--- config.mk ---
export PLATFORM = sky130hd
export DESIGN_NAME = pmb_mix
export DESIGN_NICKNAME = d
export VERILOG_FILES = /design/src/hdl/pmb_pkg.sv /design/src/hdl/pmb_mix.sv
export SDC_FILE = /design/constraint.sdc
export NUM_CORES = 2
export LEC_CHECK = 0
export BUFFER_PORTS_ARGS = -buffer_cell sky130_fd_sc_hd__buf_2
export CAP_MARGIN = 15
export CORE_ASPECT_RATIO = 0.75
export CORE_MARGIN = 1.5
export CORE_UTILIZATION = 46
export DETAILED_ROUTE_END_ITERATION = 10
export PLACE_DENSITY = 0.72
export SLEW_MARGIN = 30
export SYNTH_ARGS = -nofsm -noshare
export SYNTH_HDL_FRONTEND = slang
export SYNTH_SLANG_ARGS = --single-unit
export TNS_END_PERCENT = 30
--- constraint.sdc ---
create_clock -name i_clk -period 14.79 [get_ports i_clk]
set_input_delay 2.958 -clock i_clk [delete_from_list [all_inputs] [get_ports i_clk]]
set_output_delay 2.958 -clock i_clk [all_outputs]
set_load 0.05 [all_outputs]
--- src/hdl/pmb_pkg.sv ---
// shared types, constants and helper functions for the pixel merge blend pipeline
`timescale 1ns / 1ps
`default_nettype none

package pmb_pkg;

    localparam int DATA_WIDTH = 16;
    localparam int FRAC_BITS  = 12;
    localparam int MIX_FRAC   = 12;

    localparam int EXT_W   = DATA_WIDTH + 1;        // one bit of headroom for differences
    localparam int SAT_W   = 2 * DATA_WIDTH + 2;    // products and sums before saturation
    localparam int K_W     = FRAC_BITS + 1;         // coverage and weight, 0 .. one
    localparam int MIX_W   = MIX_FRAC + 1;          // mix register
    localparam int CFG_W   = MIX_W;                 // widest register
    localparam int CFG_IDX_W = 2;
    localparam int WP_W    = MIX_W + K_W;           // mix times coverage

    localparam logic signed [EXT_W-1:0] ONE_D   = EXT_W'(1 << FRAC_BITS);
    localparam logic signed [SAT_W-1:0] ONE_S   = SAT_W'(1 << FRAC_BITS);
    localparam logic signed [SAT_W-1:0] HALF_S  = SAT_W'(1 << (FRAC_BITS - 1));
    localparam logic [K_W-1:0]          ONE_K   = K_W'(1 << FRAC_BITS);
    localparam logic [MIX_W-1:0]        ONE_MIX = MIX_W'(1 << MIX_FRAC);
    localparam logic [WP_W-1:0]         HALF_MIX = WP_W'(1 << (MIX_FRAC - 1));
    localparam logic signed [SAT_W-1:0] WORD_MAX = SAT_W'((1 << (DATA_WIDTH - 1)) - 1);
    localparam logic signed [SAT_W-1:0] WORD_MIN = ~WORD_MAX;

    typedef logic [DATA_WIDTH-1:0] t_word;
    typedef logic [EXT_W-1:0]      t_diff;
    typedef logic [SAT_W-1:0]      t_prod;
    typedef logic [K_W-1:0]        t_cov;

    typedef enum logic [2:0] {
        OP_OVER   = 3'd0,
        OP_PLUS   = 3'd1,
        OP_MUL    = 3'd2,
        OP_SCREEN = 3'd3,
        OP_DIFF   = 3'd4
    } t_op;

    typedef enum logic [2:0] {
        MSK_NONE  = 3'd0,
        MSK_RED   = 3'd1,
        MSK_GREEN = 3'd2,
        MSK_BLUE  = 3'd3,
        MSK_ALPHA = 3'd4
    } t_mask_sel;

    typedef enum logic [CFG_IDX_W-1:0] {
        REG_OPERATION    = 2'd0,
        REG_MIX          = 2'd1,
        REG_MASK_CHANNEL = 2'd2,
        REG_INVERT_MASK  = 2'd3
    } t_reg_idx;

    typedef struct packed {
        logic [2:0]       op;
        logic [MIX_W-1:0] mix;
        logic [2:0]       msel;
        logic             inv;
    } t_cfg;

    // after the target stages: background, foreground alpha, target minus background
    typedef struct packed {
        t_word [3:0] bg;
        t_word       alpha;
        t_diff [2:0] diff;
    } t_tgt;

    // after the composite stages: background, composite minus background, weight
    typedef struct packed {
        t_word [3:0] bg;
        t_diff [3:0] delta;
        t_cov        w;
    } t_cmp;

    function automatic logic signed [EXT_W-1:0] ext_d(input t_word x);
        return {x[DATA_WIDTH-1], x};
    endfunction

    function automatic logic signed [SAT_W-1:0] ext_s(input t_word x);
        return {{(SAT_W - DATA_WIDTH){x[DATA_WIDTH-1]}}, x};
    endfunction

    function automatic t_word sat_word(input logic signed [SAT_W-1:0] x);
        t_word r;
        if (x > WORD_MAX) begin
            r = WORD_MAX[DATA_WIDTH-1:0];
        end else if (x < WORD_MIN) begin
            r = WORD_MIN[DATA_WIDTH-1:0];
        end else begin
            r = x[DATA_WIDTH-1:0];
        end
        return r;
    endfunction

endpackage

`default_nettype wire

--- src/hdl/pmb_mix.sv ---
// stages five and six: lerp from background toward composite by the weight
`timescale 1ns / 1ps
`default_nettype none

module pmb_mix import pmb_pkg::*; (
    input  logic        i_clk,
    input  logic        i_rst_n,
    input  logic        i_valid,
    input  t_cmp        i_cmp,
    output logic        o_valid,
    output t_word [3:0] o_pix
);

    logic        r5_valid;
    t_prod [3:0] r5_prod;
    t_prod [3:0] n5_prod;
    t_word [3:0] r5_bg;

    logic        r6_valid;
    t_word [3:0] r6_pix;
    t_word [3:0] n6_pix;

    always_comb begin
        logic signed [SAT_W-1:0] p;
        for (int c = 0; c < 4; c++) begin
            p = $signed({1'b0, i_cmp.w}) * $signed(i_cmp.delta[c]);
            n5_prod[c] = p;
        end
    end

    always_comb begin
        logic signed [SAT_W-1:0] rnd;
        for (int c = 0; c < 4; c++) begin
            rnd       = ($signed(r5_prod[c]) + HALF_S) >>> FRAC_BITS;
            n6_pix[c] = sat_word(ext_s(r5_bg[c]) + rnd);
        end
    end

    always_ff @(posedge i_clk) begin
        if (!i_rst_n) begin
            r5_valid <= 1'b0;
            r6_valid <= 1'b0;
        end else begin
            r5_valid <= i_valid;
            r6_valid <= r5_valid;
        end
    end

    always_ff @(posedge i_clk) begin
        r5_prod <= n5_prod;
        r5_bg   <= i_cmp.bg;
        r6_pix  <= n6_pix;
    end

    assign o_valid = r6_valid;
    assign o_pix   = r6_pix;

endmodule

`default_nettype wire

Word-level counts from Yosys, hierarchy flattened
Cells that the tools add are included.
{"block": "totals", "ff_bits": 254, "inputBits": 148, "elab_cells": 38}
{"block": "classes", "addsub": 8, "multipliers": 4, "magnitude_cmp": 8, "n_mux": 4}
{"op": "$add A31 B13 Y32 const B", "n": 4}
{"op": "$mul A14 B17 Y31", "n": 4}
{"op": "$add A16 B20 Y21", "n": 4}
{"op": "$gt A21 B16 Y1 const B", "n": 4}
{"op": "$lt A21 B16 Y1 const B", "n": 4}
{"op": "$mux W16", "n": 4}

Depth between registers and ports, before layout
{"block": "logic_depth", "depth_word": 4, "depth_mapped": 25, "mapped_depth_nobuf": 23}

Least setup slack after synthesis
Ideal clock, no wire load.
{"block": "synth_timing", "kind": "input-to-reg", "startpoint": "input i_cmp[7] (netlist name)", "endpoint": "register, netlist name r5_prod[98]", "setup_ns": 0.078, "arrival_ns": 8.859, "required_ns": 14.712, "slack_ns": 5.854, "path_stages": 23, "path_buffers": 3, "path_cell_list": "clkbuf_1 > clkbuf_1 > clkbuf_1 > nand2_1 > fa_1 > fa_1 > inv_1 > fa_1 > fa_1 > fa_1 > inv_1 > fa_1 > inv_1 > ha_1 > a211oi_1 > o21ai_1 > a211oi_1 > nand3_1 > a41oi_1 > o21ai_1 > a221o_1 > and4_1 > nor3_1"}
{"item": "from (decl)", "line_no": "pmb_mix.sv:9", "rtl": "input t_cmp i_cmp,"}

==> impl_metrics.yaml <==
clocking:
  cts_setup_buffers: 0
  path_clk_slew_ns: 0.06
  cts_hold_buf: 0
  clock_sinks: 210
  clk_latency_ns: 0.57
  clock_path_buffers: 3
  cts_buffers: 27
  ctsResizeCount: 0
  cts_root_buf: "clkbuf_16"
  cts_tree: "yes"
  h-tree-depth: 1
synthesis:
  async_flop_share_pct: 0
  syn_inst: 4672
  yosys_warnings: 0
  synth.area.top_cells: "fa_1 (40%), ha_1 (11%), dfxtp_1 (10%)"
  synth_top_cell_by_area: "fa_1"
  ys_types: 79
  yosysSeqAreaShare_pct: 9.95
  avgSynthCellArea_um2: 9.04
  yosysTopAreaCellShare_pct: 40.4
  syn_nets: 6052
  ys_ff_latch: 210
  synth_ff_type: "dfxtp_1"
  netlist_area_um2: 42200
  synth_edf_count: 0
floorplan:
  start_util_pct: 46.3
  die_x_um: 353
  die_h_um: 265
  dieArea_um2: 93700
  core_um2: 91200
  row_count: 96
  boundaryPins: 213
detailed_routing:
  drt_iter0_drc: 1606
  wl_per_cell_um: 15.5
  first_pass_iters: 6
  antenna_left: 0
  wl_um: 92800
  avgViaCountPerCell: 5.04
  drc_errors: 0
  vias: 30292
setup_path:
  crit_path_start: "i_cmp[8]"
  r2r_end: "o_pix[36]"
  r2r_setup_slack_ns: 10.24
  path_max_fanout: 37
  path_depth: 22
  arrival_ns: 9.96
  critPathMaxStageDelay_ns: 0.66
  timing.rr.start: "r5_prod[80]"
  end_kind: "register"
  cp_common_cell: "fa_1"
  critPathSlowestCell: "buf_2"
  ff2ff_path_depth: 16
  critPathBufInv: 5
  required_ns: 15.28
  endpoint: "r5_prod[98]"
  crit_chain: "buf_2 > buf_4 > nand2_1 > fa_1 > inv_1 > fa_1 > fa_1 > fa_1 > fa_1 > inv_1 > fa_1 > inv_1 > ha_1 > a211oi_1 > o21ai_1 > a211oi_1 > nand3_1 > a41oi_1 > o21ai_1 > a221o_1 > and4_1 > nor3_1"
  cp-start-kind: "input port"
  crit_family: "adder cells"
  critical_path_class: "in2reg"
finish:
  final_nets: 6133
  layout-drive-gt1-share_pct: 6.49
  regArea_um2: 4200
  area_growth_pct: 7.02
  fillers: 8503
  multiInputGateArea_um2: 33200
sta:
  relSlewSlack_pct: 35.0
  tightest_slew_ns: 0.975
  rsz0062_at_grt: "false"
  finalSetupViolations: 0
  fin_tns_setup_ns: 0
  clock_skew_ns: 0.0157
  fmax_mhz: 106
  hold_viol: 0
  drv_slew: 0
  finalCriticalPeriod_ns: 9.47
  fin_crit_sh_pct: 64.0
global_routing:
  grt_pass1_wl_um: 161000
  grt_pass1_vias: 32341
  grt_util_met1_pct: 28.9
  antenna_found_initial: 12
  met2_usage_pct: 34.7
  use_met3_pct: 2.81
  grt_max_degree: 69
  grt.busiest_layer: "met2"
  grt_usage_pct: 20.7
  grt.overflow.total: 0
status:
  outcome: "completed"
placement:
  port_buffers: 212
  gp_congestion: 0.855
  hpwl_um: 75100
flow_run:
  drv_cap: 0
worst_hold_path:
  hp-class: "reg2reg"
  worstHoldStart: "r5_valid"
==> synthesized netlist by cell type, drive strengths merged, types with 4 or more instances <==
master   count
mux2i        4
inv       1097
and2       410
or2          5
dfxtp      210
fa         852
a31oi       17
nand2      550
a21o        64
a21oi      104
nand4       20
a41oi        6
o31ai        9
o21a        23
o22ai        7
nand3       59
o21ai      118
o31a         7
buf         10
and3        31
o2111ai      4
nor4         5
o21bai      20
o211ai      12
and4         6
xnor2      155
nor2        95
nor2b       17
nand2b      19
a2111oi      6
a211oi      18
nor3        27
nand3b       4
o41ai        4
or3          6
ha         380
a211o        4
or4          7
a31o        10
xor2        76
clkbuf     166
==> worst register-to-register path: stages (launching register included) <==
cell and delay, ns:
dfxtp_1 0.36, ha_1 0.20, nand3_1 0.12, nor2_1 0.18, and3_1 0.26, nand3_1 0.22
nor2_1 0.19, xor2_1 0.28, ha_1 0.34, a21o_1 0.19, a21o_1 0.22, a21o_1 0.19
a31o_4 0.23, a2111oi_4 0.41, nor3_4 0.09, o31ai_4 0.71, o31ai_1 0.19
==> cells in the final DEF (no fill, tap or decap), types with 16 or more instances in the layout <==
cell type	synthesis	final
fa_1	852	852
nand3_1	59	59
dfxtp_1	210	210
xnor2_1	154	154
nor3_1	26	26
inv_1	1096	1096
nor2_1	95	95
o21bai_1	20	20
ha_1	380	380
nand4_1	20	20
and2_1	410	410
nand2b_1	19	19
a21o_1	64	64
o21ai_0	60	60
nand2_1	550	550
nor2b_1	17	17
buf_4	0	16
clkbuf_16	0	27
xor2_1	76	76
buf_2	4	212
and3_1	31	31
o21a_1	23	23
o21ai_1	50	50
a211oi_1	16	16
a21oi_1	103	103
==> state kept, by name, indices dropped and copies added, names as in the netlist <==
name / flops
o_valid: 1
r5_prod: 80
o_pix: 64
r5_valid: 1
r5_bg: 64
==> metrics by stage <==
step | setup WS, ns | cell area [um2] | utilization [%] | std cells | hold slack, ns
floorplan | 5.85 | 42200 | - | 4672 | 0.412
global placement | 4.92 | 44300 | 48.6 | 5949 | 0.415
detailed placement | 4.79 | 44300 | 48.6 | 5949 | 0.425
CTS | 5.40 | 45200 | 49.6 | 5998 | 0.439
global route | 4.96 | 45200 | 49.6 | 6006 | 0.450
finish | 5.32 | 45200 | 49.6 | 6006 | 0.434
==> area by class of cell <==
cell class | instances | share of cell area (%)
antenna | 8 | 0.0443
clock buffer | 34 | 1.64
clock inverter | 15 | 0.349
inverter | 1097 | 9.11
multi-input combinational | 3189 | 73.6
sequential | 210 | 9.30
tap | 1225 | 3.39
timing repair buffer | 228 | 2.61
==> per-layer routing <==
layer | vias up | wire, um
met5 | - | 37
met4 | 6 | 1330
met3 | 94 | 5240
met2 | 767 | 44000
met1 | 15188 | 42200
li1 | 14237 | -
==> worst min-delay path by stage <==
stage / endpoint / slack [ns] / depth (start not counted)
6_report: o_valid / 0.43 / 1
3_3_place_gp: o_valid / 0.42 / 1
3_5_place_dp: o_valid / 0.43 / 1
2_1_floorplan: o_valid / 0.41 / 1
4_1_cts: o_valid / 0.44 / 1
5_1_grt: o_valid / 0.45 / 1
==> cell families after synthesis <==
| group | synth area share, % |
|---|---|
| buffers and inverters | 11.4 |
| AND/OR/NAND/NOR | 14.7 |
| multiplexers | 0.0948 |
| flip-flops | 9.95 |
| XOR/XNOR | 4.81 |
| AO/OA/AOI/OAI | 7.39 |
| adder cells (fa/ha/maj) | 51.6 |
Power is left out: the tool's default activity adds up to more than one toggle a clock period on the data nets, which glitch-free logic cannot reach.
