`src/hdl/pmb_pkg.sv`:
```
// shared types, constants and helper functions for the pixel merge blend pipeline
`timescale 1ns / 1ps
`default_nettype none

package pmb_pkg;

    localparam int DATA_WIDTH = 16;
    localparam int FRAC_BITS  = 12;
    localparam int MIX_FRAC   = 12;

    localparam int EXT_W   = DATA_WIDTH + 1;        // one bit of headroom for differences
    localparam int SAT_W   = 2 * DATA_WIDTH + 2;    // products and sums before saturation
    localparam int K_W     = FRAC_BITS + 1;         // coverage and weight, 0 .. one
    localparam int MIX_W   = MIX_FRAC + 1;          // mix register
    localparam int CFG_W   = MIX_W;                 // widest register
    localparam int CFG_IDX_W = 2;
    localparam int WP_W    = MIX_W + K_W;           // mix times coverage

    localparam logic signed [EXT_W-1:0] ONE_D   = EXT_W'(1 << FRAC_BITS);
    localparam logic signed [SAT_W-1:0] ONE_S   = SAT_W'(1 << FRAC_BITS);
    localparam logic signed [SAT_W-1:0] HALF_S  = SAT_W'(1 << (FRAC_BITS - 1));
    localparam logic [K_W-1:0]          ONE_K   = K_W'(1 << FRAC_BITS);
    localparam logic [MIX_W-1:0]        ONE_MIX = MIX_W'(1 << MIX_FRAC);
    localparam logic [WP_W-1:0]         HALF_MIX = WP_W'(1 << (MIX_FRAC - 1));
    localparam logic signed [SAT_W-1:0] WORD_MAX = SAT_W'((1 << (DATA_WIDTH - 1)) - 1);
    localparam logic signed [SAT_W-1:0] WORD_MIN = ~WORD_MAX;

    typedef logic [DATA_WIDTH-1:0] t_word;
    typedef logic [EXT_W-1:0]      t_diff;
    typedef logic [SAT_W-1:0]      t_prod;
    typedef logic [K_W-1:0]        t_cov;

    typedef enum logic [2:0] {
        OP_OVER   = 3'd0,
        OP_PLUS   = 3'd1,
        OP_MUL    = 3'd2,
        OP_SCREEN = 3'd3,
        OP_DIFF   = 3'd4
    } t_op;

    typedef enum logic [2:0] {
        MSK_NONE  = 3'd0,
        MSK_RED   = 3'd1,
        MSK_GREEN = 3'd2,
        MSK_BLUE  = 3'd3,
        MSK_ALPHA = 3'd4
    } t_mask_sel;

    typedef enum logic [CFG_IDX_W-1:0] {
        REG_OPERATION    = 2'd0,
        REG_MIX          = 2'd1,
        REG_MASK_CHANNEL = 2'd2,
        REG_INVERT_MASK  = 2'd3
    } t_reg_idx;

    typedef struct packed {
        logic [2:0]       op;
        logic [MIX_W-1:0] mix;
        logic [2:0]       msel;
        logic             inv;
    } t_cfg;

    // after the target stages: background, foreground alpha, target minus background
    typedef struct packed {
        t_word [3:0] bg;
        t_word       alpha;
        t_diff [2:0] diff;
    } t_tgt;

    // after the composite stages: background, composite minus background, weight
    typedef struct packed {
        t_word [3:0] bg;
        t_diff [3:0] delta;
        t_cov        w;
    } t_cmp;

    function automatic logic signed [EXT_W-1:0] ext_d(input t_word x);
        return {x[DATA_WIDTH-1], x};
    endfunction

    function automatic logic signed [SAT_W-1:0] ext_s(input t_word x);
        return {{(SAT_W - DATA_WIDTH){x[DATA_WIDTH-1]}}, x};
    endfunction

    function automatic t_word sat_word(input logic signed [SAT_W-1:0] x);
        t_word r;
        if (x > WORD_MAX) begin
            r = WORD_MAX[DATA_WIDTH-1:0];
        end else if (x < WORD_MIN) begin
            r = WORD_MIN[DATA_WIDTH-1:0];
        end else begin
            r = x[DATA_WIDTH-1:0];
        end
        return r;
    endfunction

endpackage

`default_nettype wire

```
`src/hdl/pmb_comp.sv`:
```
// stages three and four: composite per channel and composite alpha
`timescale 1ns / 1ps
`default_nettype none

module pmb_comp import pmb_pkg::*; (
    input  logic i_clk,
    input  logic i_rst_n,
    input  logic i_valid,
    input  t_tgt i_tgt,
    input  t_cov i_w,
    output logic o_valid,
    output t_cmp o_cmp
);

    logic        r3_valid;
    t_prod [3:0] r3_prod;
    t_prod [3:0] n3_prod;
    t_word [3:0] r3_bg;
    t_word       r3_alpha;
    t_cov        r3_w;

    logic        r4_valid;
    t_cmp        r4_cmp;
    t_cmp        n4_cmp;

    // colour: alpha times (target - bg); alpha: (one - alpha) times bg alpha
    always_comb begin
        logic signed [EXT_W-1:0] ma;
        logic signed [EXT_W-1:0] mb;
        logic signed [SAT_W-1:0] p;
        for (int c = 0; c < 4; c++) begin
            if (c < 3) begin
                ma = $signed(i_tgt.diff[c]);
                mb = ext_d(i_tgt.alpha);
            end else begin
                ma = ONE_D - ext_d(i_tgt.alpha);
                mb = ext_d(i_tgt.bg[3]);
            end
            p = ma * mb;
            n3_prod[c] = p;
        end
    end

    always_comb begin
        logic signed [SAT_W-1:0] rnd;
        logic signed [SAT_W-1:0] base;
        t_word                   cw;
        n4_cmp.bg = r3_bg;
        n4_cmp.w  = r3_w;
        for (int c = 0; c < 4; c++) begin
            rnd  = ($signed(r3_prod[c]) + HALF_S) >>> FRAC_BITS;
            base = (c < 3) ? ext_s(r3_bg[c]) : ext_s(r3_alpha);
            cw   = sat_word(base + rnd);
            n4_cmp.delta[c] = ext_d(cw) - ext_d(r3_bg[c]);
        end
    end

    always_ff @(posedge i_clk) begin
        if (!i_rst_n) begin
            r3_valid <= 1'b0;
            r4_valid <= 1'b0;
        end else begin
            r3_valid <= i_valid;
            r4_valid <= r3_valid;
        end
    end

    always_ff @(posedge i_clk) begin
        r3_prod  <= n3_prod;
        r3_bg    <= i_tgt.bg;
        r3_alpha <= i_tgt.alpha;
        r3_w     <= i_w;
        r4_cmp   <= n4_cmp;
    end

    assign o_valid = r4_valid;
    assign o_cmp   = r4_cmp;

endmodule

`default_nettype wire

```
`config.mk`:
```
export PLATFORM = sky130hd
export DESIGN_NAME = pmb_comp
export DESIGN_NICKNAME = d
export VERILOG_FILES = /design/src/hdl/pmb_pkg.sv /design/src/hdl/pmb_comp.sv
export SDC_FILE = /design/constraint.sdc
export NUM_CORES = 2
export LEC_CHECK = 0
export ABC_AREA = 1
export CAP_MARGIN = 20
export CORE_MARGIN = 3
export CORE_UTILIZATION = 40
export CTS_CLUSTER_DIAMETER = 80
export DETAILED_ROUTE_END_ITERATION = 6
export DONT_BUFFER_PORTS = 1
export SLEW_MARGIN = 30
export SYNTH_ARGS = -nofsm -noshare
export SYNTH_HDL_FRONTEND = slang
export SYNTH_SLANG_ARGS = --single-unit
```
`constraint.sdc`:
```
create_clock -name i_clk -period 7.5 [get_ports i_clk]
set_input_delay 0.375 -clock i_clk [delete_from_list [all_inputs] [get_ports i_clk]]
set_output_delay 0.375 -clock i_clk [all_outputs]
set_load 0.01 [all_outputs]
```
-- Yosys cells after proc, flatten, opt, wreduce, memory -nomap -nowiden
Index checks and enable logic that the tools add are counted.
- input bits: 147
- word-level logic and storage cells: 54
- flip-flop bits (word level): 372
- add/subtract/negate cells: 13
- multipliers: 4
- muxes and demuxes: 8
- $lt $le $gt $ge: 8
- operator list (operator ; count):
    adder 33 x 13 -> 34 bit, second input constant ; 4
    multiplier 17 x 16 -> 33 bit ; 4
    2-to-1 mux 16 bit ; 8
    adder 16 x 22 -> 23 bit ; 4
    > comparator 23 x 16 -> 1 bit, second input constant ; 4
    less-than comparator 23 x 16 -> 1 bit, second input constant ; 4
    subtractor 16 x 16 -> 17 bit ; 4
    subtractor 14 x 16 -> 17 bit, first input constant ; 1

-- Longest topological paths before layout
- depth in word-level cells: 6
- mapped depth: 43

-- Worst setup path after synthesis
OpenSTA, ideal clock, no wires.
- kind: in2reg
- from: input port i_tgt[52] (netlist name)
- to: register r3_prod[131] (netlist name)
- stages on the path: 30
- data arrival time: 6.575 ns
- path slack: 0.802 ns
- cell sequence: clkbuf_1 clkbuf_1 inv_1 ha_1 nand2_1 nor2_1 nand2_1 nor3_2 nand3_1 o21ai_1 nand2_1 nand2_2 nor2_1 inv_1 fa_1 fa_1 inv_1 fa_1 fa_1 fa_1 inv_1 fa_1 inv_1 ha_1 nand2_1 nor4_1 nand2_1 o211ai_1 a21oi_1 xor2_1
- RTL lines (element ; RTL line ; text):
    from (decl) ; pmb_comp.sv:9 ; input t_tgt i_tgt,
    to (signal assigned) ; pmb_comp.sv:69 ; r3_prod <= n3_prod;
    to (decl) ; pmb_comp.sv:16 ; t_prod [3:0] r3_prod;

==> impl_metrics.yaml <==
run_status:
  status: "finished, final reports clean"
worst_setup_path:
  start_kind: "primary input"
  worst-path-max-fanout: 65
  r2r-start: "r3_prod[79]$_DFF_P_"
  critPathTopFamily: "adder cells"
  critPathMaxStageDelay_ns: 0.54
  reg2reg_to: "o_cmp[59]$_DFF_P_"
  path_depth: 30
  cp_num_buf_inv: 7
  critPathLaunch: "i_tgt[51]"
  crit_arrival_ns: 7.07
  cp_common_cell: "fa_1"
  worstPathRequired_ns: 7.99
  slowest_stage: "fa_1"
  cp-end-kind: "register"
  timing.reg2reg.setup_slack_ns: 1.33
  crit_type: "in -> reg"
  worstRegToRegCells: 34
sta:
  relSlewSlack_pct: 46.9
  max_freq_ghz: 0.152
  worst_slew_pin_slew_ns: 0.796
  setup_viol: 0
  drv_slew: 0
  tns_ns: 0
  period_share_pct: 87.8
  hold_viol: 0
  clock-skew-final_ns: 0.0259
  rsz0062_at_grt: "false"
  period_needed_ns: 6.58
layout:
  syn_to_final_growth_pct: 7.03
  fillers: 15300
  layout_common_cells: "2133 x inv_1, 2004 x nand2_1, 1108 x fa_1"
  final_core_util_pct: 43.3
  fin_nets: 9660
  drive_above_1_share_pct: 2.38
  final_common_cell: "inv_1"
yosys:
  synth_ff_type: "dfxtp_1"
  ys_warn_count: 0
  ys_ff_latch: 328
  syn_area_per_cell_um2: 7.69
  synth-xor-area-share_pct: 4.25
  synth_compound_area_share_pct: 4.64
  ys_async_sr_fraction_pct: 0
  synthAdderAreaFrac_pct: 46.9
  yosys.area_share.simple_pct: 19.0
  ys_types: 57
  synthTopCellsByArea: "fa_1 36%, inv_1 13%, nand2_1 12%"
  yosysTopAreaCell: "fa_1"
  synthCells: 7927
  synth_edf_count: 0
  synth_top_family_by_area: "adder cells"
  synth_top_area_share_pct: 36.4
  syn-num-nets: 9691
  synthMuxAreaShare_pct: 0
  netlist_area_um2: 60900
  ys_seq_area_share_pct: 10.8
global_routing:
  use_met1_pct: 30.2
  first_global_vias: 51400
  grt_max_degree: 66
  grt_usage_pct: 22.3
  grt-ovfl-total: 0
  use_met2_pct: 37.0
  grt_busiest_layer: "met2"
  grt_pass1_wl_mm: 277
  antenna_found_initial: 8
  met3_usage_pct: 3.73
drt:
  vias: 48400
  wl_per_cell_um: 17.2
  viasPerCell: 4.87
  firstDrtPassIters: 7
  drtIter0Drc: 3130
  wl_mm: 171
  ant_nets: 0
  remaining_drc_errors: 0
die:
  core_area_um2: 150000
  start_util_pct: 40.5
  die-area_um2: 157000
  boundaryPins: 293
  die_h_um: 396
  die_w_um: 396
  rows: 142
clocking:
  clock-sinks: 328
  cts_tree: "done"
  post_cts_buffers: 0
  worstSkewPairLatency_ns: 0.61
  clk_path_buf_depth: 3
  root_buffer: "clkbuf_16"
  clkSlewWorstSetupHoldPaths_ns: 0.06
  cts_buffers: 42
  h-tree-depth: 2
placement:
  globalplace.congestion: 0.919
  hpwl_mm: 141
  io_buffer_count: 0
min_path:
  hold_start: "i_tgt[106]"
  hold_class: "in -> reg"
  hold_path_end: "n4_cmp[120]$_DFF_P_"
  hold_depth: 1
flow_run:
  cap_violations: 0
-- worst max-delay path by stage --
stage,to,slack [ns]
2_1_floorplan,r3_prod[131]$_DFF_P_,0.80
3_3_place_gp,r3_prod[131]$_DFF_P_,0.43
3_5_place_dp,r3_prod[131]$_DFF_P_,0.33
4_1_cts,r3_prod[131]$_DFF_P_,1.01
5_1_grt,r3_prod[134]$_DFF_P_,0.47
6_report,r3_prod[131]$_DFF_P_,0.92
-- layer usage --
metal / wire (µm) / up-vias
met4: 4340 / 0
met1: 75700 / 23600
met5: 0 / -
met2: 78800 / 1497
li1: - / 23100
met3: 12400 / 219
-- logic make-up after synthesis --
| logic type | after synthesis |
|---|---|
| buf+inv | 2333 |
| fa+ha+maj | 1617 |
| flops | 328 |
| xor+xnor | 295 |
| compound gates | 497 |
| simple gates | 2857 |
-- cell usage after synthesis, types with 3 or more instances --
cell,count
o31ai_1,8
buf_4,7
o21ai_1,5
nor3_2,10
xnor2_1,90
inv_2,4
nand4_1,74
o21a_1,4
nand3b_1,9
a21oi_1,247
o21bai_1,29
nand2_1,2004
a21o_1,20
ha_1,509
nand2_2,13
nor4_1,7
o21ai_0,107
inv_1,2133
a21boi_0,6
or2_1,3
xor2_1,204
or2_2,48
nor3_1,52
nor2_1,432
o211ai_1,6
clkinv_1,5
fa_1,1108
nand3_1,188
nor2_2,7
a221oi_1,8
a211oi_1,6
o211a_1,3
buf_2,6
o2111ai_1,3
dfxtp_1,328
clkbuf_1,148
buf_1,25
a31oi_1,33
buf_6,4
-- stage by stage --
stage	worst slack, ns	hold WS [ns]	instance area, µm²	cells
3_3_place_gp	0.432	0.310	62800	9772
4_1_cts	1.01	0.236	65200	9944
2_1_floorplan	0.802	0.310	60900	7927
3_5_place_dp	0.335	0.314	62800	9772
5_1_grt	0.471	0.262	65200	9945
6_report	0.918	0.306	65200	9948
-- final cells by class --
class / count / area [µm²] / share of cell area [%]
inverters: 2143 / 8050 / 12.3
repair buffers: 115 / 1100 / 1.69
multi-input cells: 5266 / 45500 / 69.8
flip-flops and latches: 328 / 6570 / 10.1
well taps: 2016 / 2520 / 3.87
clock buffers: 49 / 1140 / 1.75
diodes: 4 / 10.0 / 0.0154
clock inverters: 27 / 283 / 0.434
-- worst reg2reg max path, delay by kind of cell (launching register included) --
family | cells | cell delay (ns)
xor+xnor | 2 | 0.34
compound gates | 4 | 1.13
buf+inv | 3 | 0.23
simple gates | 21 | 2.82
fa+ha+maj | 4 | 1.18
flops | 1 | 0.34
-- repair_timing --
| item | 4_1_cts | 5_1_grt |
|---|---|---|
| gates resized for setup | 0 | 0 |
| hold buffers | 96 | 0 |
| setup endpoints to repair | 0 | 0 |
| hold endpoints to repair | 95 | 0 |
-- registers in the layout (all words and copies together) (netlist names) --
register  flops
o_cmp       145
n4_cmp       64
r3_prod      88
r3_w         13
r3_alpha     16
o_valid       1
r3_valid      1
Power is left out: the tool's default activity adds up to more than one toggle a clock period on the data nets, which glitch-free logic cannot reach.
