===== src/hdl/pmb_pkg.sv =====
// shared types, constants and helper functions for the pixel merge blend pipeline
`timescale 1ns / 1ps
`default_nettype none

package pmb_pkg;

    localparam int DATA_WIDTH = 16;
    localparam int FRAC_BITS  = 12;
    localparam int MIX_FRAC   = 12;

    localparam int EXT_W   = DATA_WIDTH + 1;        // one bit of headroom for differences
    localparam int SAT_W   = 2 * DATA_WIDTH + 2;    // products and sums before saturation
    localparam int K_W     = FRAC_BITS + 1;         // coverage and weight, 0 .. one
    localparam int MIX_W   = MIX_FRAC + 1;          // mix register
    localparam int CFG_W   = MIX_W;                 // widest register
    localparam int CFG_IDX_W = 2;
    localparam int WP_W    = MIX_W + K_W;           // mix times coverage

    localparam logic signed [EXT_W-1:0] ONE_D   = EXT_W'(1 << FRAC_BITS);
    localparam logic signed [SAT_W-1:0] ONE_S   = SAT_W'(1 << FRAC_BITS);
    localparam logic signed [SAT_W-1:0] HALF_S  = SAT_W'(1 << (FRAC_BITS - 1));
    localparam logic [K_W-1:0]          ONE_K   = K_W'(1 << FRAC_BITS);
    localparam logic [MIX_W-1:0]        ONE_MIX = MIX_W'(1 << MIX_FRAC);
    localparam logic [WP_W-1:0]         HALF_MIX = WP_W'(1 << (MIX_FRAC - 1));
    localparam logic signed [SAT_W-1:0] WORD_MAX = SAT_W'((1 << (DATA_WIDTH - 1)) - 1);
    localparam logic signed [SAT_W-1:0] WORD_MIN = ~WORD_MAX;

    typedef logic [DATA_WIDTH-1:0] t_word;
    typedef logic [EXT_W-1:0]      t_diff;
    typedef logic [SAT_W-1:0]      t_prod;
    typedef logic [K_W-1:0]        t_cov;

    typedef enum logic [2:0] {
        OP_OVER   = 3'd0,
        OP_PLUS   = 3'd1,
        OP_MUL    = 3'd2,
        OP_SCREEN = 3'd3,
        OP_DIFF   = 3'd4
    } t_op;

    typedef enum logic [2:0] {
        MSK_NONE  = 3'd0,
        MSK_RED   = 3'd1,
        MSK_GREEN = 3'd2,
        MSK_BLUE  = 3'd3,
        MSK_ALPHA = 3'd4
    } t_mask_sel;

    typedef enum logic [CFG_IDX_W-1:0] {
        REG_OPERATION    = 2'd0,
        REG_MIX          = 2'd1,
        REG_MASK_CHANNEL = 2'd2,
        REG_INVERT_MASK  = 2'd3
    } t_reg_idx;

    typedef struct packed {
        logic [2:0]       op;
        logic [MIX_W-1:0] mix;
        logic [2:0]       msel;
        logic             inv;
    } t_cfg;

    // after the target stages: background, foreground alpha, target minus background
    typedef struct packed {
        t_word [3:0] bg;
        t_word       alpha;
        t_diff [2:0] diff;
    } t_tgt;

    // after the composite stages: background, composite minus background, weight
    typedef struct packed {
        t_word [3:0] bg;
        t_diff [3:0] delta;
        t_cov        w;
    } t_cmp;

    function automatic logic signed [EXT_W-1:0] ext_d(input t_word x);
        return {x[DATA_WIDTH-1], x};
    endfunction

    function automatic logic signed [SAT_W-1:0] ext_s(input t_word x);
        return {{(SAT_W - DATA_WIDTH){x[DATA_WIDTH-1]}}, x};
    endfunction

    function automatic t_word sat_word(input logic signed [SAT_W-1:0] x);
        t_word r;
        if (x > WORD_MAX) begin
            r = WORD_MAX[DATA_WIDTH-1:0];
        end else if (x < WORD_MIN) begin
            r = WORD_MIN[DATA_WIDTH-1:0];
        end else begin
            r = x[DATA_WIDTH-1:0];
        end
        return r;
    endfunction

endpackage

`default_nettype wire


===== src/hdl/pmb_cover.sv =====
// stages one and two: mask coverage and the mix weight
`timescale 1ns / 1ps
`default_nettype none

module pmb_cover import pmb_pkg::*; (
    input  logic        i_clk,
    input  t_cfg        i_cfg,
    input  t_word [3:0] i_mask,
    output t_cov        o_w
);

    t_cov             r_k;
    t_cov             n_k;
    logic [MIX_W-1:0] r_mx;
    logic [MIX_W-1:0] n_mx;
    t_cov             r_w;
    t_cov             n_w;

    always_comb begin
        logic signed [EXT_W-1:0] kv;
        t_word                   m;
        logic                    sel;
        sel = 1'b1;
        m   = i_mask[3];
        case (i_cfg.msel)
            MSK_RED:   m = i_mask[0];
            MSK_GREEN: m = i_mask[1];
            MSK_BLUE:  m = i_mask[2];
            MSK_ALPHA: m = i_mask[3];
            default:   sel = 1'b0;
        endcase
        kv = ext_d(m);
        if (i_cfg.inv) begin
            kv = ONE_D - kv;
        end
        // clamp to 0 .. one
        if (!sel) begin
            n_k = ONE_K;
        end else if (kv[EXT_W-1]) begin
            n_k = '0;
        end else if (kv > ONE_D) begin
            n_k = ONE_K;
        end else begin
            n_k = kv[K_W-1:0];
        end
        n_mx = (i_cfg.mix > ONE_MIX) ? ONE_MIX : i_cfg.mix;
    end

    always_comb begin
        logic [WP_W-1:0] p;
        p   = r_mx * r_k;
        p   = (p + HALF_MIX) >> MIX_FRAC;
        n_w = p[K_W-1:0];
    end

    always_ff @(posedge i_clk) begin
        r_k  <= n_k;
        r_mx <= n_mx;
        r_w  <= n_w;
    end

    assign o_w = r_w;

endmodule

`default_nettype wire


===== config.mk =====
export PLATFORM = sky130hd
export DESIGN_NAME = pmb_cover
export DESIGN_NICKNAME = d
export VERILOG_FILES = /design/src/hdl/pmb_pkg.sv /design/src/hdl/pmb_cover.sv
export SDC_FILE = /design/constraint.sdc
export NUM_CORES = 1
export LEC_CHECK = 0
export BUFFER_PORTS_ARGS = -buffer_cell sky130_fd_sc_hd__buf_2
export CAP_MARGIN = 20
export CORE_MARGIN = 2
export CORE_UTILIZATION = 55
export CTS_CLUSTER_DIAMETER = 60
export DETAILED_ROUTE_END_ITERATION = 6
export GPL_ROUTABILITY_DRIVEN = 0
export PLACE_DENSITY = 0.77
export SYNTH_ARGS = -nofsm -noshare
export SYNTH_HDL_FRONTEND = slang
export SYNTH_SLANG_ARGS = --single-unit

===== constraint.sdc =====
create_clock -name i_clk -period 15.2 [get_ports i_clk]
set_clock_uncertainty 0.05 [all_clocks]
set_input_delay 3.04 -clock i_clk [delete_from_list [all_inputs] [get_ports i_clk]]
set_output_delay 3.04 -clock i_clk [all_outputs]
set_load 0.005 [all_outputs]

Word level (Yosys, flattened, before mapping) --
Cells that the tools add are included.
Storage, ports and cells: logic and storage cells 21, flip-flop bits (word level) 39, input bits 85, output and inout port bits 13
Operators by class: eq/ne operators 4, reduce and logical (&&, ||, !) cells 2, multipliers 1, magnitude comparators 2, add/subtract/negate cells 2, muxes and demuxes 5, bitwise operators 1
Operators by type and width (count):
- $pmux W16 S3 | 1
- $mux W13 | 2
- $add A25 B12 Y25 const B | 1
- $mul A13 B13 Y25 | 1
- $gt A17 B14 Y1 const B | 1
- $mux W17 | 1
- $sub A14 B16 Y17 const A | 1
- $gt A13 B13 Y1 const B | 1
- $eq A3 B2 Y1 const B | 2
- $reduce_or A4 Y1 | 1
- $eq A3 B1 Y1 const B | 1
- $eq A3 B3 Y1 const B | 1
- $reduce_or A3 Y1 | 1
- $mux W1 | 1
- $not A1 Y1 | 1

Depth between registers and ports, before layout --
word-level depth 7, gate-level depth with buffers 22, depth with buffers taken out 21

Worst setup path after synthesis --
No wires, ideal clock.
path kind input -> register, start input port i_cfg[1] (netlist bit), end register r_k[3], setup slack 9.617 ns, required time 15.083 ns, buffers on the path 2, arrival time 5.467 ns, stages 13, setup time 0.067 ns, path through buf_4 -> nand2b_1 -> buf_2 -> o22a_1 -> o221ai_4 -> ha_1 -> a21boi_1 -> nand3_1 -> nor4_1 -> xnor2_1 -> a41o_1 -> o2111ai_2 -> nor2b_1
Between the ends: cells in the longest elaborated chain, start to end 6, elaborated cells between the ends (all ways) 12, classes of those cells add/sub (1); order compare (1); eq/ne (4); mux (3); bitwise (1); reduce/logical (2)
RTL lines:
- from (decl) | line pmb_cover.sv:7 | input t_cfg i_cfg,
- $eq A3 B2 Y1 / $eq A3 B1 Y1 (equally long branches) | line pmb_cover.sv:25 | case (i_cfg.msel)
- $pmux W16 S3 | line pmb_cover.sv:25
- $sub A14 B16 Y17 | line pmb_cover.sv:34 | kv = ONE_D - kv;
- $mux W17 | line pmb_cover.sv:33 | if (i_cfg.inv) begin
- $gt A17 B14 Y1 | line pmb_cover.sv:41 | end else if (kv > ONE_D) begin
- $reduce_or A3 Y1 (no line)
- to (signal assigned) | line pmb_cover.sv:57 | r_k <= n_k;
- to (decl) | line pmb_cover.sv:12 | t_cov r_k;
Parallel ways exist; a longest one is shown, timed or not. A chain may end at the register's enable or synchronous reset.

Worst setup path in the final report --
Ends and elaborated chain as after synthesis.

==> impl_metrics.py <==
metrics = {
    "route": {
        "viasPerCell": 5.41,
        "drt_iter0_markers": 224,
        "drc_errors": 0,
        "vias": 5847,
        "dr.pass1.iters": 4,
        "final_antenna_net_count": 0,
        "post_drt_wl_per_cell_um": 15.5,
        "wirelength_um": 16700,
    },
    "cts": {
        "cts_buffers": 5,
        "ctsResizeCount": 0,
        "postCtsHoldBufs": 0,
        "clock_latency_ns": 0.30,
        "cts_setup_buffers": 0,
        "cts_max_level": 2,
        "clkSinkCount": 39,
        "clk_path_buf_depth": 2,
        "cts.reportedPaths.clkPinSlew_ns": 0.08,
        "cts_tree": "done",
        "clockRootBuffer": "clkbuf_16",
    },
    "pwr": {
        "power_density_mw_per_mm2": 45.3,
        "vdd_ir_drop_max_v": 0.0000358,
        "p_leak_uw": 0.00424,
    },
    "critical_path": {
        "r2r_end": "o_w[12]",
        "path_max_fanout": 35,
        "reg2reg_depth": 21,
        "end_kind": "flip-flop",
        "reg2reg_from": "r_mx[7]",
        "crit_end": "r_k[3]",
        "critical_path_class": "in -> reg",
        "crit_start": "i_cfg[1]",
        "worst-endpoint-arrival_ns": 6.51,
        "startpoint_type": "input port",
        "rrSetupSlack_ns": 9.15,
        "required_ns": 15.38,
    },
    "synth": {
        "synth_edf_count": 0,
        "ys_types": 66,
        "yosys_warnings": 0,
        "synth_nets": 1129,
        "synth.area.top_cells": "fa_1 (32%), ha_1 (14%), dfxtp_1 (10%), inv_1 (7.5%), and2_1 (6.6%)",
        "synth_area_sq_mm": 0.00750,
        "synth_most_common_cell": "inv_1",
        "synthFlopType": "dfxtp_1",
        "synth_cells": 843,
        "yosysTopAreaCell": "fa_1",
        "synth_top_area_frac": 0.320,
        "synth_seq_cells": 39,
        "syn_area_per_cell_sq_um": 8.90,
        "yosysSeqAreaShare": 0.104,
        "ys_top_cells_by_count": "inv_1 (150), fa_1 (120), nand2_1 (101)",
        "async_flop_share": 0,
    },
    "timing": {
        "period_share": 0.416,
        "setup_tns_ns": 0,
        "fmax_mhz": 158,
        "setup_viol": 0,
        "worst_pin_slew_ns": 0.738,
        "slew_headroom": 0.508,
        "finalHoldViolCount": 0,
        "period_minus_slack_ns": 6.32,
        "slew_violations": 0,
        "rsz0062_at_grt": "no",
    },
    "final_layout": {
        "nFillCells": 1116,
        "instances_no_fill": 1081,
        "drive_above_1_share": 0.137,
        "synthToLayoutAreaGrowth_pct": 9.36,
        "antenna_cells": 0,
        "nets": 1190,
    },
    "run": {
        "cap_violations": 0,
    },
    "global_route": {
        "grt_pass1_wl_um": 29000,
        "grt_max_degree": 36,
        "grt-ovfl-total": 0,
        "antenna_found_initial": 0,
        "grtUsageTotal": 0.251,
        "grt_pass1_vias": 6258,
    },
    "placed_design": {
        "port_buffers": 94,
        "post-dp-hpwl_um": 13100,
        "placed_cells": 1073,
    },
    "floorplanning": {
        "die-area_sq_mm": 0.0146,
        "ios": 98,
        "initial_core_util": 0.564,
        "coreArea_sq_mm": 0.0133,
        "die_x_um": 121,
        "row_count": 42,
        "die_h_um": 121,
    },
    "min_path": {
        "holdCritPathClass": "reg -> reg",
        "holdPathStages": 4,
    },
    "status": {
        "outcome": "finished clean",
    },
}
report_power, final:
group / total [uW] / internal (uW) / switching, uW
logic: 102 / 47.1 / 55.0
registers: 121 / 109 / 12.2
clock network: 149 / 95.5 / 53.0
total: 372 / 252 / 120
worst min-delay path by stage:
| stage | start | end | slack [ns] |
|---|---|---|---|
| 3_3_place_gp | r_k[12] | o_w[12] | 0.89 |
| 3_5_place_dp | r_k[12] | o_w[12] | 0.91 |
| 5_1_grt | r_k[12] | o_w[12] | 0.98 |
| 2_1_floorplan | r_k[12] | o_w[12] | 0.65 |
| 4_1_cts | r_k[12] | o_w[12] | 0.91 |
| 6_report | r_k[12] | o_w[12] | 0.91 |
final cells by class:
type | count | area, sq um | share of cell area
clock buffers | 5 | 125 | 0.0153
multi-input cells | 612 | 5960 | 0.727
flip-flops and latches | 39 | 781 | 0.0952
inverters | 152 | 571 | 0.0696
well taps | 176 | 220 | 0.0268
repair buffers | 94 | 470 | 0.0574
clock inverters | 3 | 71.3 | 0.00870
metal layers:
layer | share of wire | track usage | vias to the layer above | wire length, um
li1 | - | - | 2780 | -
met1 | 0.40 | 0.302 | 2829 | 6630
met2 | 0.50 | 0.448 | 205 | 8380
met3 | 0.066 | 0.0368 | 33 | 1100
met4 | 0.035 | 0.103 | 0 | 588
met5 | 0 | 0 | - | 0
layout by cell type, fill, tap and decap left out, types with 3 or more instances in the layout:
| cell | instances |
|---|---|
| a22oi_1 | 6 |
| ha_1 | 81 |
| o22ai_1 | 13 |
| xnor2_1 | 22 |
| nand4_1 | 4 |
| mux2i_1 | 8 |
| nor4_1 | 4 |
| nor2b_1 | 15 |
| fa_1 | 120 |
| nand2b_1 | 4 |
| a21oi_1 | 18 |
| and2_1 | 79 |
| xor2_1 | 5 |
| o21a_1 | 9 |
| a221oi_1 | 3 |
| nand2_1 | 101 |
| nor2_1 | 34 |
| buf_2 | 94 |
| inv_1 | 150 |
| and3_1 | 4 |
| nand3_1 | 4 |
| nor3_1 | 8 |
| mux2_2 | 4 |
| o21ai_1 | 3 |
| clkbuf_16 | 5 |
| a21o_1 | 3 |
| o21ai_0 | 14 |
| dfxtp_1 | 39 |
| mux2_1 | 6 |
critical path: stages:
cell and delay, ns:
buf_2 0.52, nand2b_1 0.40, o22a_1 0.31, o221ai_4 0.28, ha_1 0.26, a21boi_1 0.29
nand3_1 0.25, nor4_1 0.38, xnor2_1 0.22, a41o_1 0.15, o2111ai_2 0.20, nor2b_1 0.18
stage by stage:
step                setup slack (ns)  hold slack [ns]   util  cell area [sq um]  power (uW)
global placement                8.61            0.894  0.602               8010         223
CTS                             8.86            0.914  0.617               8200         375
floorplan                       9.62            0.650      -               7500         192
finish                          8.88            0.914  0.617               8200         372
global route                    8.56            0.985  0.617               8200         394
detailed placement              8.58            0.908  0.602               8010         225
logic make-up (layout without fill, tap and decap cells):
kind of cell	count (synthesis)	count (layout)	share of synthesized area
compound gates	99	99	0.102
xor+xnor	27	27	0.0315
simple gates	267	267	0.180
mux	18	18	0.0257
flops	39	39	0.104
buf+inv	192	254	0.101
fa+ha+maj	201	201	0.455
sequential cells by signal, indices dropped and copies added (netlist names):
| name | cells |
|---|---|
| r_k | 13 |
| r_mx | 13 |
| o_w | 13 |
(Power assumes the default switching activity.)
