File: config.mk
export PLATFORM = sky130hd
export DESIGN_NAME = pmb_target
export DESIGN_NICKNAME = d
export VERILOG_FILES = /design/src/hdl/pmb_pkg.sv /design/src/hdl/pmb_target.sv
export SDC_FILE = /design/constraint.sdc
export NUM_CORES = 2
export LEC_CHECK = 0
export ABC_AREA = 1
export BUFFER_PORTS_ARGS = -buffer_cell sky130_fd_sc_hd__buf_2
export CORE_MARGIN = 2
export CORE_UTILIZATION = 45
export DETAILED_ROUTE_END_ITERATION = 6
export GPL_TIMING_DRIVEN = 0
export PLACE_DENSITY = 0.63
export SYNTH_ARGS = -nofsm -noshare
export SYNTH_HDL_FRONTEND = slang
export SYNTH_SLANG_ARGS = --single-unit
File: constraint.sdc
create_clock -name i_clk -period 16.4 [get_ports i_clk]
set_input_delay 0.82 -clock i_clk [delete_from_list [all_inputs] [get_ports i_clk]]
set_output_delay 0.82 -clock i_clk [all_outputs]
set_load 0.02 [all_outputs]
File: src/hdl/pmb_pkg.sv
// shared types, constants and helper functions for the pixel merge blend pipeline
`timescale 1ns / 1ps
`default_nettype none

package pmb_pkg;

    localparam int DATA_WIDTH = 16;
    localparam int FRAC_BITS  = 12;
    localparam int MIX_FRAC   = 12;

    localparam int EXT_W   = DATA_WIDTH + 1;        // one bit of headroom for differences
    localparam int SAT_W   = 2 * DATA_WIDTH + 2;    // products and sums before saturation
    localparam int K_W     = FRAC_BITS + 1;         // coverage and weight, 0 .. one
    localparam int MIX_W   = MIX_FRAC + 1;          // mix register
    localparam int CFG_W   = MIX_W;                 // widest register
    localparam int CFG_IDX_W = 2;
    localparam int WP_W    = MIX_W + K_W;           // mix times coverage

    localparam logic signed [EXT_W-1:0] ONE_D   = EXT_W'(1 << FRAC_BITS);
    localparam logic signed [SAT_W-1:0] ONE_S   = SAT_W'(1 << FRAC_BITS);
    localparam logic signed [SAT_W-1:0] HALF_S  = SAT_W'(1 << (FRAC_BITS - 1));
    localparam logic [K_W-1:0]          ONE_K   = K_W'(1 << FRAC_BITS);
    localparam logic [MIX_W-1:0]        ONE_MIX = MIX_W'(1 << MIX_FRAC);
    localparam logic [WP_W-1:0]         HALF_MIX = WP_W'(1 << (MIX_FRAC - 1));
    localparam logic signed [SAT_W-1:0] WORD_MAX = SAT_W'((1 << (DATA_WIDTH - 1)) - 1);
    localparam logic signed [SAT_W-1:0] WORD_MIN = ~WORD_MAX;

    typedef logic [DATA_WIDTH-1:0] t_word;
    typedef logic [EXT_W-1:0]      t_diff;
    typedef logic [SAT_W-1:0]      t_prod;
    typedef logic [K_W-1:0]        t_cov;

    typedef enum logic [2:0] {
        OP_OVER   = 3'd0,
        OP_PLUS   = 3'd1,
        OP_MUL    = 3'd2,
        OP_SCREEN = 3'd3,
        OP_DIFF   = 3'd4
    } t_op;

    typedef enum logic [2:0] {
        MSK_NONE  = 3'd0,
        MSK_RED   = 3'd1,
        MSK_GREEN = 3'd2,
        MSK_BLUE  = 3'd3,
        MSK_ALPHA = 3'd4
    } t_mask_sel;

    typedef enum logic [CFG_IDX_W-1:0] {
        REG_OPERATION    = 2'd0,
        REG_MIX          = 2'd1,
        REG_MASK_CHANNEL = 2'd2,
        REG_INVERT_MASK  = 2'd3
    } t_reg_idx;

    typedef struct packed {
        logic [2:0]       op;
        logic [MIX_W-1:0] mix;
        logic [2:0]       msel;
        logic             inv;
    } t_cfg;

    // after the target stages: background, foreground alpha, target minus background
    typedef struct packed {
        t_word [3:0] bg;
        t_word       alpha;
        t_diff [2:0] diff;
    } t_tgt;

    // after the composite stages: background, composite minus background, weight
    typedef struct packed {
        t_word [3:0] bg;
        t_diff [3:0] delta;
        t_cov        w;
    } t_cmp;

    function automatic logic signed [EXT_W-1:0] ext_d(input t_word x);
        return {x[DATA_WIDTH-1], x};
    endfunction

    function automatic logic signed [SAT_W-1:0] ext_s(input t_word x);
        return {{(SAT_W - DATA_WIDTH){x[DATA_WIDTH-1]}}, x};
    endfunction

    function automatic t_word sat_word(input logic signed [SAT_W-1:0] x);
        t_word r;
        if (x > WORD_MAX) begin
            r = WORD_MAX[DATA_WIDTH-1:0];
        end else if (x < WORD_MIN) begin
            r = WORD_MIN[DATA_WIDTH-1:0];
        end else begin
            r = x[DATA_WIDTH-1:0];
        end
        return r;
    endfunction

endpackage

`default_nettype wire

File: src/hdl/pmb_target.sv
// stages one and two: blend mode target per colour channel, minus background
`timescale 1ns / 1ps
`default_nettype none

module pmb_target import pmb_pkg::*; (
    input  logic        i_clk,
    input  logic        i_rst_n,
    input  logic        i_valid,
    input  logic [2:0]  i_op,
    input  t_word [3:0] i_bg,
    input  t_word [3:0] i_fg,
    output logic        o_valid,
    output t_tgt        o_tgt
);

    logic        r1_valid;
    logic [2:0]  r1_op;
    t_word [3:0] r1_bg;
    t_word [3:0] r1_fg;
    t_prod [2:0] r1_prod;
    t_prod [2:0] n1_prod;

    logic        r2_valid;
    t_tgt        r2_tgt;
    t_tgt        n2_tgt;

    // multiply or screen product, one multiplier per channel
    always_comb begin
        logic signed [EXT_W-1:0] ma;
        logic signed [EXT_W-1:0] mb;
        logic signed [SAT_W-1:0] p;
        for (int c = 0; c < 3; c++) begin
            if (i_op == OP_SCREEN) begin
                ma = ONE_D - ext_d(i_bg[c]);
                mb = ONE_D - ext_d(i_fg[c]);
            end else begin
                ma = ext_d(i_bg[c]);
                mb = ext_d(i_fg[c]);
            end
            p = ma * mb;
            n1_prod[c] = p;
        end
    end

    // target by mode, saturated, then target minus background
    always_comb begin
        logic signed [SAT_W-1:0] b;
        logic signed [SAT_W-1:0] f;
        logic signed [SAT_W-1:0] rnd;
        logic signed [SAT_W-1:0] t;
        t_word                   tw;
        n2_tgt.bg    = r1_bg;
        n2_tgt.alpha = r1_fg[3];
        for (int c = 0; c < 3; c++) begin
            b   = ext_s(r1_bg[c]);
            f   = ext_s(r1_fg[c]);
            rnd = ($signed(r1_prod[c]) + HALF_S) >>> FRAC_BITS;
            case (r1_op)
                OP_PLUS:   t = b + f;
                OP_MUL:    t = rnd;
                OP_SCREEN: t = ONE_S - rnd;
                OP_DIFF:   t = (b >= f) ? (b - f) : (f - b);
                default:   t = f;
            endcase
            tw = sat_word(t);
            n2_tgt.diff[c] = ext_d(tw) - ext_d(r1_bg[c]);
        end
    end

    always_ff @(posedge i_clk) begin
        if (!i_rst_n) begin
            r1_valid <= 1'b0;
            r2_valid <= 1'b0;
        end else begin
            r1_valid <= i_valid;
            r2_valid <= r1_valid;
        end
    end

    always_ff @(posedge i_clk) begin
        r1_op   <= i_op;
        r1_bg   <= i_bg;
        r1_fg   <= i_fg;
        r1_prod <= n1_prod;
        r2_tgt  <= n2_tgt;
    end

    assign o_valid = r2_valid;
    assign o_tgt   = r2_tgt;

endmodule

`default_nettype wire

* Word level (Yosys, flattened, before mapping)
Cells that the tools add are included.
** Operators by class
- Eq/ne operators :: 5
- Order comparisons :: 9
- Add/subtract/negate cells :: 24
- Muxes and demuxes :: 18
- Multipliers :: 3
** Operator list (number)
- case mux 34 bit (4 select lines) :: 3
- subtractor 16 x 16 -> 17 bit :: 9
- adder 34 x 13 -> 34 bit, second input constant :: 3
- > comparator 34 x 16 -> 1 bit, second input constant :: 3
- less-than comparator 34 x 16 -> 1 bit, second input constant :: 3
- multiplier 17 x 17 -> 34 bit :: 3
- 2-to-1 mux 17 bit :: 6
- 2-to-1 mux 34 bit :: 3
- subtractor 14 x 16 -> 17 bit, first input constant :: 6
- 2-to-1 mux 16 bit :: 6
- subtractor 14 x 22 -> 23 bit, first input constant :: 3
- adder 16 x 16 -> 17 bit :: 3
- greater-or-equal comparator 16 bit :: 3
- equality test 3 x 2 -> 1 bit, second input constant :: 3
- equality test 3 x 1 -> 1 bit, second input constant :: 1
- equality test 3 bit, second input constant :: 1
** Storage, ports and cells
- Word-level logic and storage cells :: 81
- Input bits :: 134
- Output and inout port bits :: 132
- Bits in registers :: 366

* Longest topological paths before layout
- Depth in word-level cells :: 7
- Mapped depth :: 42
- Gate-level depth less buffers :: 39

* Least setup slack after synthesis
Ideal clock, no wire load.
- Path type :: input -> register
- Start :: input port i_fg[0] in the netlist's numbering
- End :: register r1_prod[32] in the netlist's numbering
- Arrival time :: 7.606 ns
- Data required time :: 16.281 ns
- Setup time :: 0.119 ns
- Slack :: 8.675 ns
- Stages :: 33
- Path buffers :: 2
- Cell sequence :: clkinv_1 -> clkbuf_1 -> ha_1 -> inv_1 -> nor2_1 -> nand3_1 -> nor3_1 -> nand3_1 -> nor2_1 -> o21ai_0 -> o211ai_1 -> o21ai_0 -> inv_1 -> clkbuf_1 -> nor2_1 -> fa_1 -> inv_1 -> fa_1 -> inv_1 -> fa_1 -> fa_1 -> fa_1 -> inv_1 -> fa_1 -> inv_1 -> ha_1 -> nand2_1 -> inv_1 -> a21boi_0 -> nor2_1 -> nor3_1 -> nand2_1 -> xor2_1
** RTL lines
- start, declared :: RTL line pmb_target.sv:11 : input t_word [3:0] i_fg,
- end signal, assigned :: RTL line pmb_target.sv:84 : r1_prod <= n1_prod;
- end, declared :: RTL line pmb_target.sv:20 : t_prod [2:0] r1_prod;

==> qor.txt <==
Final min period - 9.85 ns
CP Capture Type - flop
Post-synthesis xor/xnor area fraction - 0.0311
Slowest stage cell, crit path - xor2_1
Max Cap Viol - 0
Mux contribution to synthesized area - 0.000534
Syn Std Cell Area - 0.0562 mm^2
Worst setup SP type - primary input
Post-synthesis compound-gate area fraction - 0.0881
Mapped Cells - 7586
Netlist cell types - 65
Slew HR - 0.0988
CTS tree - done
CTS clk-pin slew, worst paths - 0.06 ns
Vias in the first global route - 49800
Row Count - 129
Die area - 0.128 mm^2
Setup TNS - 0 ns
First-pass GRT wire length - 299000 um
Io pins - 266
Layout Cells excl Fill - 9561
Fraction of the mapped netlist area in simple logic gates - 0.218
Die width - 358 um
Fmax - 102 MHz
Area occupied by multi-input gates - 0.0426 mm^2
Violated checks - design-rule violations
Syn_nets - 9064
Placed Instances - 9489
Grt ovf - 0
RSZ-0062 raised after global routing - false
DRT Pass-1 Iters - 7
Worst slew pin tran - 1.35 ns
Num CTS Buffers - 39
Outcome - finished, violations left
Root Buffer Master - clkbuf_16
Worst stage delay on the critical path - 0.90 ns
Hold-fix buffers, CTS - 0
Final ANT Viol Nets - 0
Yosys warns - 0
Fillers - 12400
Residual DRC - 2
Final WL - 197000 um
Synth Area in Adders - 0.419
Post-CTS setup buffer count - 0
Hold Path Class - primary input to flop
DR vias/cell - 5.33
Via count - 51000
Worst path most repeated cell - nand2_1
Clk_lat worst skew - 0.65 ns
Skew final - 0.0491 ns
Slew Limit Fails - 0
Yosys reg bits - 333
Initial core utilization - 0.454
Hold path start - i_fg[63]
Cts repair resizes - 0
Sink Count - 333
CP Data Required Time - 16.91 ns
Initial antenna violation count - 5
Max H-tree Level - 2
GP Congestion - 0.997
Asr flop ratio synth - 0
Post-synthesis sequential area ratio - 0.119
Main combinational cell family by area after synthesis - adder cells
Clock Path Buffers - 3
Largest net degree at the start of global routing - 15
Crit Path Category - primary input to flop
Avg Cell Area, Syn - 7.41 um^2
Initial DRC Count - 4647
Die height - 358 um
Post-synth EDFFs - 0
Register area - 0.00667 mm^2
Nets - 9371
P&R area growth vs syn - 8.60%
Reg-to-Reg Start - r1_op[0]$_DFF_P_
Post-DP HPWL - 167000 um
CP arrival - 10.36 ns
Final Cycle Share - 0.600
Port Buffer Count - 265
Main flop type after synthesis - dfxtp_1
Final Hold Viols - 0
DR WL/cell - 20.6 um
Final setup viols - 0
CP Max Fanout - 10
Global Route Usage Sum - 0.308
Area of the core - 0.124 mm^2
Share of cells above drive strength 1 - 0.0619
Start point of the critical path - i_op[1]
through the flow:
stage,setup slack [ns],hold slack [ns],util,cell area [um^2]
after floorplan,8.68,0.310,-,56200
after global placement,4.05,0.310,0.482,59600
after detailed placement,6.05,0.312,0.482,59700
after CTS,6.67,0.255,0.493,61100
after global routing,6.27,0.274,0.493,61100
final,6.55,0.299,0.493,61100
final timing paths:
kind | end | slack [ns] | cells past startpoint
setup / recovery | r1_prod[27]$_DFF_P_ | 6.55 | 34
hold / removal | n2_tgt[66]$_DFF_P_ | 0.30 | 1
setup reg to reg | o_tgt[30]$_DFF_P_ | 9.43 | 21
hold reg to reg | o_tgt[125]$_DFF_P_ | 0.32 | 0
area by class of cell:
| class | instances | share of cell area |
|---|---|---|
| diodes | 2 | 0.0000819 |
| plain buffers | 185 | 0.0132 |
| clock buffers | 44 | 0.0168 |
| clock inverters | 26 | 0.00647 |
| inverters | 1660 | 0.102 |
| multi-input cells | 5408 | 0.697 |
| flip-flops and latches | 333 | 0.109 |
| well taps | 1637 | 0.0335 |
| repair buffers | 266 | 0.0220 |
layer usage:
metal / up-vias / routed length [um] / GRT usage / share of wire
li1: 23700 / - / - / -
met2: 2200 / 85300 / 0.477 / 0.43
met3: 292 / 18300 / 0.0598 / 0.093
met5: - / 29 / 0 / 0.00015
met1: 24800 / 86900 / 0.438 / 0.44
met4: 4 / 6440 / 0.0903 / 0.033
cells in the final DEF (no fill, tap or decap), types with 19 or more instances in the layout:
| cell | count |
|---|---|
| ha_1 | 447 |
| nand3_1 | 266 |
| o211ai_1 | 19 |
| clkbuf_16 | 39 |
| nand2_1 | 1725 |
| fa_1 | 897 |
| or2_2 | 39 |
| a21o_1 | 27 |
| dfxtp_1 | 333 |
| clkbuf_1 | 128 |
| a31oi_1 | 24 |
| buf_2 | 302 |
| nor3_1 | 84 |
| o21ai_0 | 293 |
| inv_1 | 1641 |
| xnor2_1 | 55 |
| nand3b_1 | 39 |
| xor2_1 | 143 |
| nand4_1 | 62 |
| a21oi_1 | 361 |
| nor2_1 | 706 |
| o21bai_1 | 35 |
state kept, by name (all words and copies together) (netlist names):
register	cells
r1_prod	69
o_tgt	131
n2_tgt	80
o_valid	1
r1_valid	1
r1_op	3
r1_fg	48
critical path, delay by kind of cell:
kind,cells,cell delay [ns]
xor+xnor,2,1.11
buf+inv,9,2.36
fa+ha+maj,7,3.51
simple gates,14,1.97
compound gates,2,0.55
synth_stat cells, types with 31 or more instances:
master | instances | area (um^2)
fa_1 | 897 | 18000
or2_2 | 39 | 244
a21oi_1 | 361 | 1810
nand3b_1 | 39 | 293
xor2_1 | 143 | 1250
xnor2_1 | 55 | 482
nor2_1 | 707 | 2650
clkbuf_1 | 135 | 507
buf_2 | 31 | 155
nand4_1 | 62 | 388
inv_1 | 1641 | 6160
ha_1 | 447 | 5590
nor3_1 | 84 | 420
o21bai_1 | 35 | 263
nand3_1 | 266 | 1330
dfxtp_1 | 333 | 6670
o21ai_0 | 293 | 1470
nand2_1 | 1725 | 6470
logic make-up (layout without fill, tap and decap cells):
family	count (synthesis)	in the layout
xor gates and xnor gates	199	199
buffers and inverters	1845	2181
other	0	2
DFF	333	333
and+or+nand+nor	2986	2986
muxes	3	3
AOI/OAI and AO/OA	876	876
adders and majority gates	1344	1344
Power is left out: the tool's default activity adds up to more than one toggle a clock period on the data nets, which glitch-free logic cannot reach.
